[config.mk]
export PLATFORM = sky130hd
export DESIGN_NAME = flipdot_row_diff_command_encoder_unit
export DESIGN_NICKNAME = d
export VERILOG_FILES = /design/src/hdl/fdr_pkg.sv /design/src/hdl/flipdot_row_diff_command_encoder_unit.sv /design/src/hdl/fdr_ram.sv /design/src/hdl/fdr_front.sv /design/src/hdl/fdr_queue.sv /design/src/hdl/fdr_back.sv
export SDC_FILE = /design/constraint.sdc
export NUM_CORES = 2
export LEC_CHECK = 0
export ABC_AREA = 0
export ABC_CLOCK_PERIOD_IN_PS = 19800
export BUFFER_PORTS_ARGS = -buffer_cell sky130_fd_sc_hd__buf_2
export CAP_MARGIN = 30
export CORE_MARGIN = 5
export CORE_UTILIZATION = 40
export CTS_BUF_LIST = sky130_fd_sc_hd__clkbuf_4 sky130_fd_sc_hd__clkbuf_8
export DETAILED_ROUTE_END_ITERATION = 10
export PLACE_DENSITY = 0.58
export SYNTH_ARGS = -nofsm -noshare
export SYNTH_HDL_FRONTEND = slang
export SYNTH_HIERARCHICAL = 1
export SYNTH_SLANG_ARGS = --single-unit
[constraint.sdc]
create_clock -name clk -period 19.8 [get_ports clk]
set_input_delay 2.97 -clock clk [delete_from_list [all_inputs] [get_ports clk]]
set_output_delay 2.97 -clock clk [all_outputs]
set_load 0.1 [all_outputs]
[src/hdl/fdr_pkg.sv]
// Package for the flip-dot row command encoder: item types, command
// constants and the command builder. No dependencies.
`default_nettype none
package fdr_pkg;

	localparam int CMD_BITS = 41;
	localparam int CNT_W    = 6;
	localparam int CFG_IDX_W  = 1;
	localparam int CFG_DATA_W = 3;
	localparam int Q_DEPTH  = 2;
	localparam int Q_AW     = 1;

	localparam logic [CFG_IDX_W-1:0] REG_PANELS = 1'd0;
	localparam logic [CFG_IDX_W-1:0] REG_DIFF   = 1'd1;

	localparam logic [4:0] PULSE_ONE  = 5'd20;
	localparam logic [4:0] PULSE_ZERO = 5'd5;

	typedef struct packed {
		logic [2:0]  panel_col;
		logic [4:0]  frame_row;
		logic [11:0] pixels;
		logic        frame_end;
	} in_item_t;

	typedef struct packed {
		logic       line_bit;
		logic [4:0] pulse_us;
		logic       last_bit;
	} out_item_t;

	typedef logic [CMD_BITS-1:0] cmd_t;

	typedef struct packed {
		logic full;
		logic empty;
	} q_stat_t;

	function automatic logic [7:0] column_byte(input logic [3:0] n);
		return {n[0], ~n[0], n[1], ~n[1], n[2], ~n[2], n[3], ~n[3]};
	endfunction

	function automatic cmd_t build_cmd(input logic [7:0] addr, input logic [4:0] y,
		input logic [11:0] pix);
		return {1'b1, ~addr, {y[2:0], 5'b0}, column_byte(pix[11:8]),
			column_byte(pix[7:4]), column_byte(pix[3:0])};
	endfunction

endpackage
`default_nettype wire

[src/hdl/flipdot_row_diff_command_encoder_unit.sv]
// Top level of the flip-dot row command encoder: front end, command queue
// and serializer. Uses fdr_pkg, fdr_front, fdr_queue and fdr_back.
//
//   channel | direction | handshake            | payload
//   cfg     | in        | cfg_we               | cfg_idx, cfg_data
//   in      | in        | in_valid / in_ready  | in_item (in_item_t)
//   out     | out       | out_valid / out_ready| out_item (out_item_t)
//
// A row that is sent yields 41 result items, one per cycle from the serializer
// output register while out_ready holds; a skipped row is dropped in the front end.
// Rows enter back to back; the two-entry queue lets the front end run ahead.
// After reset the sent-row store is cleared, one entry a cycle, through all
// MAX_PANEL_COLS*MAX_ROWS entries (256 by default); no item is taken meanwhile.
// Out stalls hold the serializer; in_ready drops while a row waits in the
// front end on a full queue.
`default_nettype none
module flipdot_row_diff_command_encoder_unit #(
	parameter int MAX_PANEL_COLS = 8,
	parameter int MAX_ROWS       = 32
) (
	input  wire logic                           clk,
	input  wire logic                           arst_n,
	input  wire logic                           cfg_we,
	input  wire logic [fdr_pkg::CFG_IDX_W-1:0]  cfg_idx,
	input  wire logic [fdr_pkg::CFG_DATA_W-1:0] cfg_data,
	input  wire logic                           in_valid,
	output logic                                in_ready,
	input  wire fdr_pkg::in_item_t              in_item,
	output logic                                out_valid,
	input  wire logic                           out_ready,
	output fdr_pkg::out_item_t                  out_item
);
	import fdr_pkg::*;

	q_stat_t q_stat;
	logic    push;
	cmd_t    push_cmd;
	logic    pop;
	cmd_t    pop_cmd;

	fdr_front #(
		.MAX_PANEL_COLS (MAX_PANEL_COLS),
		.MAX_ROWS       (MAX_ROWS)
	) u_front (
		.clk      (clk),
		.arst_n   (arst_n),
		.cfg_we   (cfg_we),
		.cfg_idx  (cfg_idx),
		.cfg_data (cfg_data),
		.in_valid (in_valid),
		.in_ready (in_ready),
		.in_item  (in_item),
		.q_stat   (q_stat),
		.push     (push),
		.push_cmd (push_cmd)
	);

	fdr_queue u_queue (
		.clk      (clk),
		.arst_n   (arst_n),
		.push     (push),
		.push_cmd (push_cmd),
		.pop      (pop),
		.pop_cmd  (pop_cmd),
		.stat     (q_stat)
	);

	fdr_back u_back (
		.clk       (clk),
		.arst_n    (arst_n),
		.q_stat    (q_stat),
		.pop_cmd   (pop_cmd),
		.pop       (pop),
		.out_valid (out_valid),
		.out_ready (out_ready),
		.out_item  (out_item)
	);

endmodule
`default_nettype wire

[src/hdl/fdr_ram.sv]
// Generic single-write, single-read RAM with registered read data.
// No dependencies.
`default_nettype none
module fdr_ram #(
	parameter int W     = 12,
	parameter int DEPTH = 256
) (
	input  wire logic                     clk,
	input  wire logic                     we,
	input  wire logic [$clog2(DEPTH)-1:0] waddr,
	input  wire logic [W-1:0]             wdata,
	input  wire logic                     re,
	input  wire logic [$clog2(DEPTH)-1:0] raddr,
	output logic      [W-1:0]             rdata
);

	logic [W-1:0] mem [DEPTH];

	always_ff @(posedge clk) begin
		if (we) begin
			mem[waddr] <= wdata;
		end
		if (re) begin
			rdata <= mem[raddr];
		end
	end

endmodule
`default_nettype wire

[src/hdl/fdr_front.sv]
// Front end: accepts row items, checks them against the sent-row store and
// pushes commands for rows to send. Uses fdr_pkg and fdr_ram.
`default_nettype none
module fdr_front #(
	parameter int MAX_PANEL_COLS = 8,
	parameter int MAX_ROWS       = 32
) (
	input  wire logic                             clk,
	input  wire logic                             arst_n,
	input  wire logic                             cfg_we,
	input  wire logic [fdr_pkg::CFG_IDX_W-1:0]    cfg_idx,
	input  wire logic [fdr_pkg::CFG_DATA_W-1:0]   cfg_data,
	input  wire logic                             in_valid,
	output logic                                  in_ready,
	input  wire fdr_pkg::in_item_t                in_item,
	input  wire fdr_pkg::q_stat_t                 q_stat,
	output logic                                  push,
	output fdr_pkg::cmd_t                         push_cmd
);
	import fdr_pkg::*;

	localparam int DEPTH = MAX_PANEL_COLS * MAX_ROWS;
	localparam int AW    = $clog2(DEPTH);

	logic [2:0]    panels_q;
	logic          diff_q;
	logic          pend_q;
	logic          clr_q;
	logic [AW-1:0] clr_idx_q;

	logic          s1_vld;
	in_item_t      s1_item;
	logic [AW-1:0] s1_idx;
	logic          s1_in_store;

	logic          fwd_vld_q;
	logic [AW-1:0] fwd_idx_q;
	logic [11:0]   fwd_pix_q;

	logic          accept;
	logic          s1_fire;
	logic          in_store;
	logic [AW-1:0] idx;
	logic [11:0]   rd_data;
	logic [11:0]   stored;
	logic          send;
	logic          st_we;
	logic [AW-1:0] st_waddr;
	logic [11:0]   st_wdata;
	logic [7:0]    addr;

	assign in_store = (32'(in_item.panel_col) < MAX_PANEL_COLS) &&
		(32'(in_item.frame_row) < MAX_ROWS);
	assign idx = AW'(32'(in_item.panel_col) * MAX_ROWS + 32'(in_item.frame_row));

	assign s1_fire  = s1_vld && !q_stat.full;
	assign in_ready = !clr_q && (!s1_vld || s1_fire);
	assign accept   = in_valid && in_ready;

	assign stored = (fwd_vld_q && fwd_idx_q == s1_idx) ? fwd_pix_q : rd_data;
	assign send   = !diff_q || pend_q || !s1_in_store || (stored != s1_item.pixels);

	assign addr = 8'({5'b0, s1_item.panel_col} * {5'b0, panels_q}) +
		8'(s1_item.frame_row[4:3]) + 8'd1;

	assign push     = s1_fire && send;
	assign push_cmd = build_cmd(addr, s1_item.frame_row, s1_item.pixels);

	assign st_we    = clr_q || (s1_fire && send && s1_in_store);
	assign st_waddr = clr_q ? clr_idx_q : s1_idx;
	assign st_wdata = clr_q ? 12'd0 : s1_item.pixels;

	fdr_ram #(.W(12), .DEPTH(DEPTH)) u_store (
		.clk   (clk),
		.we    (st_we),
		.waddr (st_waddr),
		.wdata (st_wdata),
		.re    (accept),
		.raddr (idx),
		.rdata (rd_data)
	);

	always_ff @(posedge clk or negedge arst_n) begin
		if (!arst_n) begin
			panels_q  <= 3'd1;
			diff_q    <= 1'b1;
			pend_q    <= 1'b1;
			clr_q     <= 1'b1;
			clr_idx_q <= '0;
			s1_vld    <= 1'b0;
			fwd_vld_q <= 1'b0;
		end else begin
			if (cfg_we) begin
				case (cfg_idx)
					REG_PANELS: panels_q <= cfg_data[2:0];
					REG_DIFF:   diff_q   <= cfg_data[0];
					default: ;
				endcase
			end
			if (clr_q) begin
				clr_idx_q <= clr_idx_q + 1'b1;
				if (clr_idx_q == AW'(DEPTH - 1)) begin
					clr_q <= 1'b0;
				end
			end
			if (accept) begin
				s1_vld <= 1'b1;
			end else if (s1_fire) begin
				s1_vld <= 1'b0;
			end
			if (s1_fire) begin
				if (s1_item.frame_end) begin
					pend_q <= 1'b0;
				end
				if (send && s1_in_store) begin
					fwd_vld_q <= 1'b1;
				end
			end
		end
	end

	always_ff @(posedge clk) begin
		if (accept) begin
			s1_item     <= in_item;
			s1_idx      <= idx;
			s1_in_store <= in_store;
		end
		if (s1_fire && send && s1_in_store) begin
			fwd_idx_q <= s1_idx;
			fwd_pix_q <= s1_item.pixels;
		end
	end

endmodule
`default_nettype wire

[src/hdl/fdr_queue.sv]
// Short command queue between the front end and the serializer.
// Uses fdr_pkg.
`default_nettype none
module fdr_queue (
	input  wire logic           clk,
	input  wire logic           arst_n,
	input  wire logic           push,
	input  wire fdr_pkg::cmd_t  push_cmd,
	input  wire logic           pop,
	output fdr_pkg::cmd_t       pop_cmd,
	output fdr_pkg::q_stat_t    stat
);
	import fdr_pkg::*;

	cmd_t            mem_q [Q_DEPTH];
	logic [Q_AW-1:0] wr_q;
	logic [Q_AW-1:0] rd_q;
	logic [Q_AW:0]   cnt_q;

	assign stat.full  = (cnt_q == (Q_AW+1)'(Q_DEPTH));
	assign stat.empty = (cnt_q == '0);
	assign pop_cmd    = mem_q[rd_q];

	always_ff @(posedge clk or negedge arst_n) begin
		if (!arst_n) begin
			wr_q  <= '0;
			rd_q  <= '0;
			cnt_q <= '0;
		end else begin
			if (push) begin
				wr_q <= wr_q + 1'b1;
			end
			if (pop) begin
				rd_q <= rd_q + 1'b1;
			end
			if (push && !pop) begin
				cnt_q <= cnt_q + 1'b1;
			end else if (pop && !push) begin
				cnt_q <= cnt_q - 1'b1;
			end
		end
	end

	always_ff @(posedge clk) begin
		if (push) begin
			mem_q[wr_q] <= push_cmd;
		end
	end

endmodule
`default_nettype wire

[src/hdl/fdr_back.sv]
// Back end: shifts each queued command out one bit per result item.
// Uses fdr_pkg.
`default_nettype none
module fdr_back (
	input  wire logic             clk,
	input  wire logic             arst_n,
	input  wire fdr_pkg::q_stat_t q_stat,
	input  wire fdr_pkg::cmd_t    pop_cmd,
	output logic                  pop,
	output logic                  out_valid,
	input  wire logic             out_ready,
	output fdr_pkg::out_item_t    out_item
);
	import fdr_pkg::*;

	logic             busy_q;
	cmd_t             vec_q;
	logic [CNT_W-1:0] cnt_q;
	logic             out_vld_q;
	out_item_t        out_q;
	logic             adv;

	assign adv       = !out_vld_q || out_ready;
	assign pop       = adv && !busy_q && !q_stat.empty;
	assign out_valid = out_vld_q;
	assign out_item  = out_q;

	always_ff @(posedge clk or negedge arst_n) begin
		if (!arst_n) begin
			busy_q    <= 1'b0;
			cnt_q     <= '0;
			out_vld_q <= 1'b0;
		end else if (adv) begin
			if (busy_q) begin
				out_vld_q <= 1'b1;
				cnt_q     <= cnt_q + 1'b1;
				if (cnt_q == CNT_W'(CMD_BITS - 1)) begin
					busy_q <= 1'b0;
				end
			end else if (!q_stat.empty) begin
				out_vld_q <= 1'b1;
				cnt_q     <= CNT_W'(1);
				busy_q    <= 1'b1;
			end else begin
				out_vld_q <= 1'b0;
			end
		end
	end

	always_ff @(posedge clk) begin
		if (adv) begin
			if (busy_q) begin
				out_q.line_bit <= vec_q[CMD_BITS-1];
				out_q.pulse_us <= vec_q[CMD_BITS-1] ? PULSE_ONE : PULSE_ZERO;
				out_q.last_bit <= (cnt_q == CNT_W'(CMD_BITS - 1));
				vec_q          <= vec_q << 1;
			end else if (!q_stat.empty) begin
				out_q.line_bit <= pop_cmd[CMD_BITS-1];
				out_q.pulse_us <= pop_cmd[CMD_BITS-1] ? PULSE_ONE : PULSE_ZERO;
				out_q.last_bit <= 1'b0;
				vec_q          <= pop_cmd << 1;
			end
		end
	end

endmodule
`default_nettype wire

==> impl_metrics.py <==
metrics = {
    "clock_network": {
        "htreeDepth": 6,
        "cts_tree": "done",
        "ctsHoldBuffers": 0,
        "clock_sinks": 3278,
        "clkTransAtPathRegs_ns": 0.05,
        "root_buffer": "clkbuf_8",
        "clock_latency_ns": 1.17,
        "tritoncts.num_buffers": 547,
        "cts_buffer_depth": 4,
        "post_cts_buffers": 0,
        "cts_resized": 0,
    },
    "route": {
        "wl_um": 337000,
        "vias": 64642,
        "drtIter0Drc": 7605,
        "drc": 0,
        "routed_via_density": 5.74,
        "ant_nets": 0,
        "first_pass_iters": 6,
        "post_drt_wl_per_cell_um": 30.0,
    },
    "placement": {
        "port_buffers": 35,
        "gp_congestion": 0.840,
        "post-dp-hpwl_um": 200000,
        "postPlaceCellArea_um2": 134000,
    },
    "job": {
        "max_cap_viol_count": 0,
    },
    "critical_path": {
        "cp-start-kind": "input port",
        "critPathSlowestCell": "buf_4",
        "path_depth": 10,
        "critPathTopFamily": "buffers and inverters",
        "cp_max_fo": 96,
        "required_ns": 20.62,
        "crit_type": "in -> reg",
        "slowest_delay_ns": 0.80,
        "regToRegStartpoint": "u_front/s1_item[20]",
        "r2r_cells": 10,
        "path_buf_inv": 4,
        "end_kind": "flop",
        "arrival_ns": 8.12,
        "crit_chain": "buf_12, buf_12, buf_4, buf_4, mux4_2, a22o_1, a221oi_1, o32ai_1, nor3_1, nor4_2",
        "setup.worst_path.start": "in_item[13]",
    },
    "synthesis": {
        "synth_xor_area_share_pct": 0.227,
        "syn_area_per_cell_um2": 21.1,
        "yosysTopAreaCell": "edfxtp_1",
        "yosys_most_used_dff": "edfxtp_1",
        "synth_top_area_share_pct": 76.6,
        "synth_area_leaders": "edfxtp_1 77%, mux4_2 11%, mux2i_1 1.8%",
        "syn_inst": 6042,
        "ys_warn_count": 6,
        "synth_simple_gate_area_share_pct": 2.39,
        "synth_edf_count": 3250,
        "synthAdderAreaFrac_pct": 0.185,
        "seq_area_frac_synth_pct": 77.1,
        "ys_types": 80,
        "async_reset_ff_share_pct": 0.854,
        "syn-cell-area_um2": 127000,
        "synth_top_family_by_area": "multiplexers",
        "synth_compound_area_share_pct": 3.70,
        "synthMuxAreaShare_pct": 14.3,
        "ys_seq_elements": 3278,
    },
    "power": {
        "power.leakage_nw": 46.3,
        "powerDensity_nw_per_um2": 105,
        "ir_drop_v": 0.0000658,
    },
    "sta": {
        "skew_ns": 0.0637,
        "tightest_slew_ns": 1.34,
        "fmax_mhz": 137,
        "fin_crit_sh_pct": 36.9,
        "timing.max_slew.rel_slack_pct": 10.7,
        "rsz0062_at_grt": "false",
        "hold_violations": 0,
        "final.setup.tns_ns": 0,
        "setup_violations": 0,
        "min_period_ns": 7.30,
        "maxSlewViolCount": 0,
    },
    "worst_hold_path": {
        "hold_path.class": "reg -> reg",
        "min_from": "u_front/fwd_vld_q",
        "holdPathStages": 1,
    },
    "floorplan": {
        "die-area_um2": 330000,
        "rows": 207,
        "io_pins": 39,
        "die_x_um": 574,
        "floorplan.die.height_um": 574,
        "coreArea_um2": 318000,
        "start_util_pct": 40.1,
    },
    "global_routing": {
        "overflow": 0,
        "grt_pass1_vias": 65256,
        "antenna_found_initial": 12,
        "grt_max_degree": 217,
        "grt_pass1_wl_um": 483000,
        "grt_usage_pct": 20.0,
    },
    "layout": {
        "final_nets": 6709,
        "area_growth_pct": 14.0,
        "postLayoutCellArea_um2": 145000,
        "nFillCells": 26572,
        "multi_input_area_um2": 26800,
        "final-seq-area_um2": 98300,
        "layout-drive-gt1-share_pct": 30.7,
    },
    "outcome": {
        "status": "complete, no violations",
    },
}
-- kinds of logic after synthesis --
| logic type | Yosys count |
|---|---|
| adders and majority gates | 17 |
| and+or+nand+nor | 635 |
| buffers and inverters | 413 |
| DFF | 3278 |
| AOI/OAI and AO/OA | 670 |
| xor gates and xnor gates | 33 |
| muxes | 992 |
| other | 4 |
-- placed cells by master, fill, tap and decap left out, types with 90 or more instances in the layout --
master and instances:
a21oi_1 127, a22oi_1 215, buf_4 330, clkbuf_4 199, clkbuf_8 556, clkinv_1 96
edfxtp_1 3250, mux2i_1 228, mux4_2 636, nor2_1 277, o22ai_1 90
-- cell usage after synthesis, drive strengths merged (42+ instances only) --
cell type and instances:
o22ai 90, mux2i 228, clkbuf 153, nor4 42, nor2 323, mux2 128, nor2b 53, a22oi 215
nand2 57, buf 227, edfxtp 3250, a21oi 127, mux4 636, o221ai 55
-- final cells by class --
type | instances | area share [%]
clock buffer | 754 | 6.29
timing repair buffer | 445 | 2.73
clock inverter | 206 | 1.14
sequential | 3278 | 67.7
multi-input combinational | 2357 | 18.5
inverter | 33 | 0.0853
antenna | 4 | 0.00689
tap | 4180 | 3.60
-- per-layer routing --
metal  up-vias  wire, µm  track usage, %
met5         -        13               0
met1     34637    140000            28.3
met4         2     10500            6.16
met3       557     26700            3.69
met2      2878    160000            31.8
li1      26568         -               -
-- sequential cells by signal (all words and copies together) (netlist names), 2 cells and up --
name,count
u_front/u_store/mem,3072
u_front/s1_item,5
u_back/vec_q,40
u_front/push_cmd,15
u_front/fwd_idx_q,8
u_back/cnt_q,6
u_back/out_item,3
u_front/clr_idx_q,8
u_front/u_store/rdata,12
u_queue/mem_q,82
u_front/fwd_pix_q,12
u_queue/cnt_q,2
u_front/panels_q,3
-- worst paths after layout --
| kind | endpoint | slack [ns] |
|---|---|---|
| min reg2reg | u_front/fwd_vld_q | 0.46 |
| min | u_front/fwd_vld_q | 0.46 |
| max reg2reg | u_front/u_store/mem[58][1] | 14.87 |
| max | u_front/u_store/rdata[11] | 12.50 |
| min in group asynchronous | u_front/panels_q[2] | 1.90 |
| max in group asynchronous | u_queue/rd_q | 17.38 |
-- worst reg2reg max path: cells and delay by family (launching register included) --
family	cells	cell delay [ns]
buf+inv	2	0.80
xor+xnor	1	0.21
compound gates	1	0.17
simple gates	5	2.55
flops	1	0.52
mux	1	0.35
-- through the flow --
stage	setup slack [ns]	utilization, %	total power [mW]	std cells	hold slack [ns]
2_1_floorplan	11.54	-	8.95	6048	0.433
6_report	12.50	45.7	15.2	11257	0.463
5_1_grt	12.14	45.7	15.7	11254	0.486
4_1_cts	12.55	45.6	15.3	11238	0.466
3_5_place_dp	11.34	42.2	9.39	10278	0.451
3_3_place_gp	11.18	41.9	9.33	10201	0.446
-- power by group --
part | internal (mW) | switching [mW] | total, mW
registers | 7.98 | 0.0655 | 8.04
clock network | 3.18 | 2.75 | 5.93
logic | 0.359 | 0.849 | 1.21
Note: power is estimated with default switching activity, not from simulation.
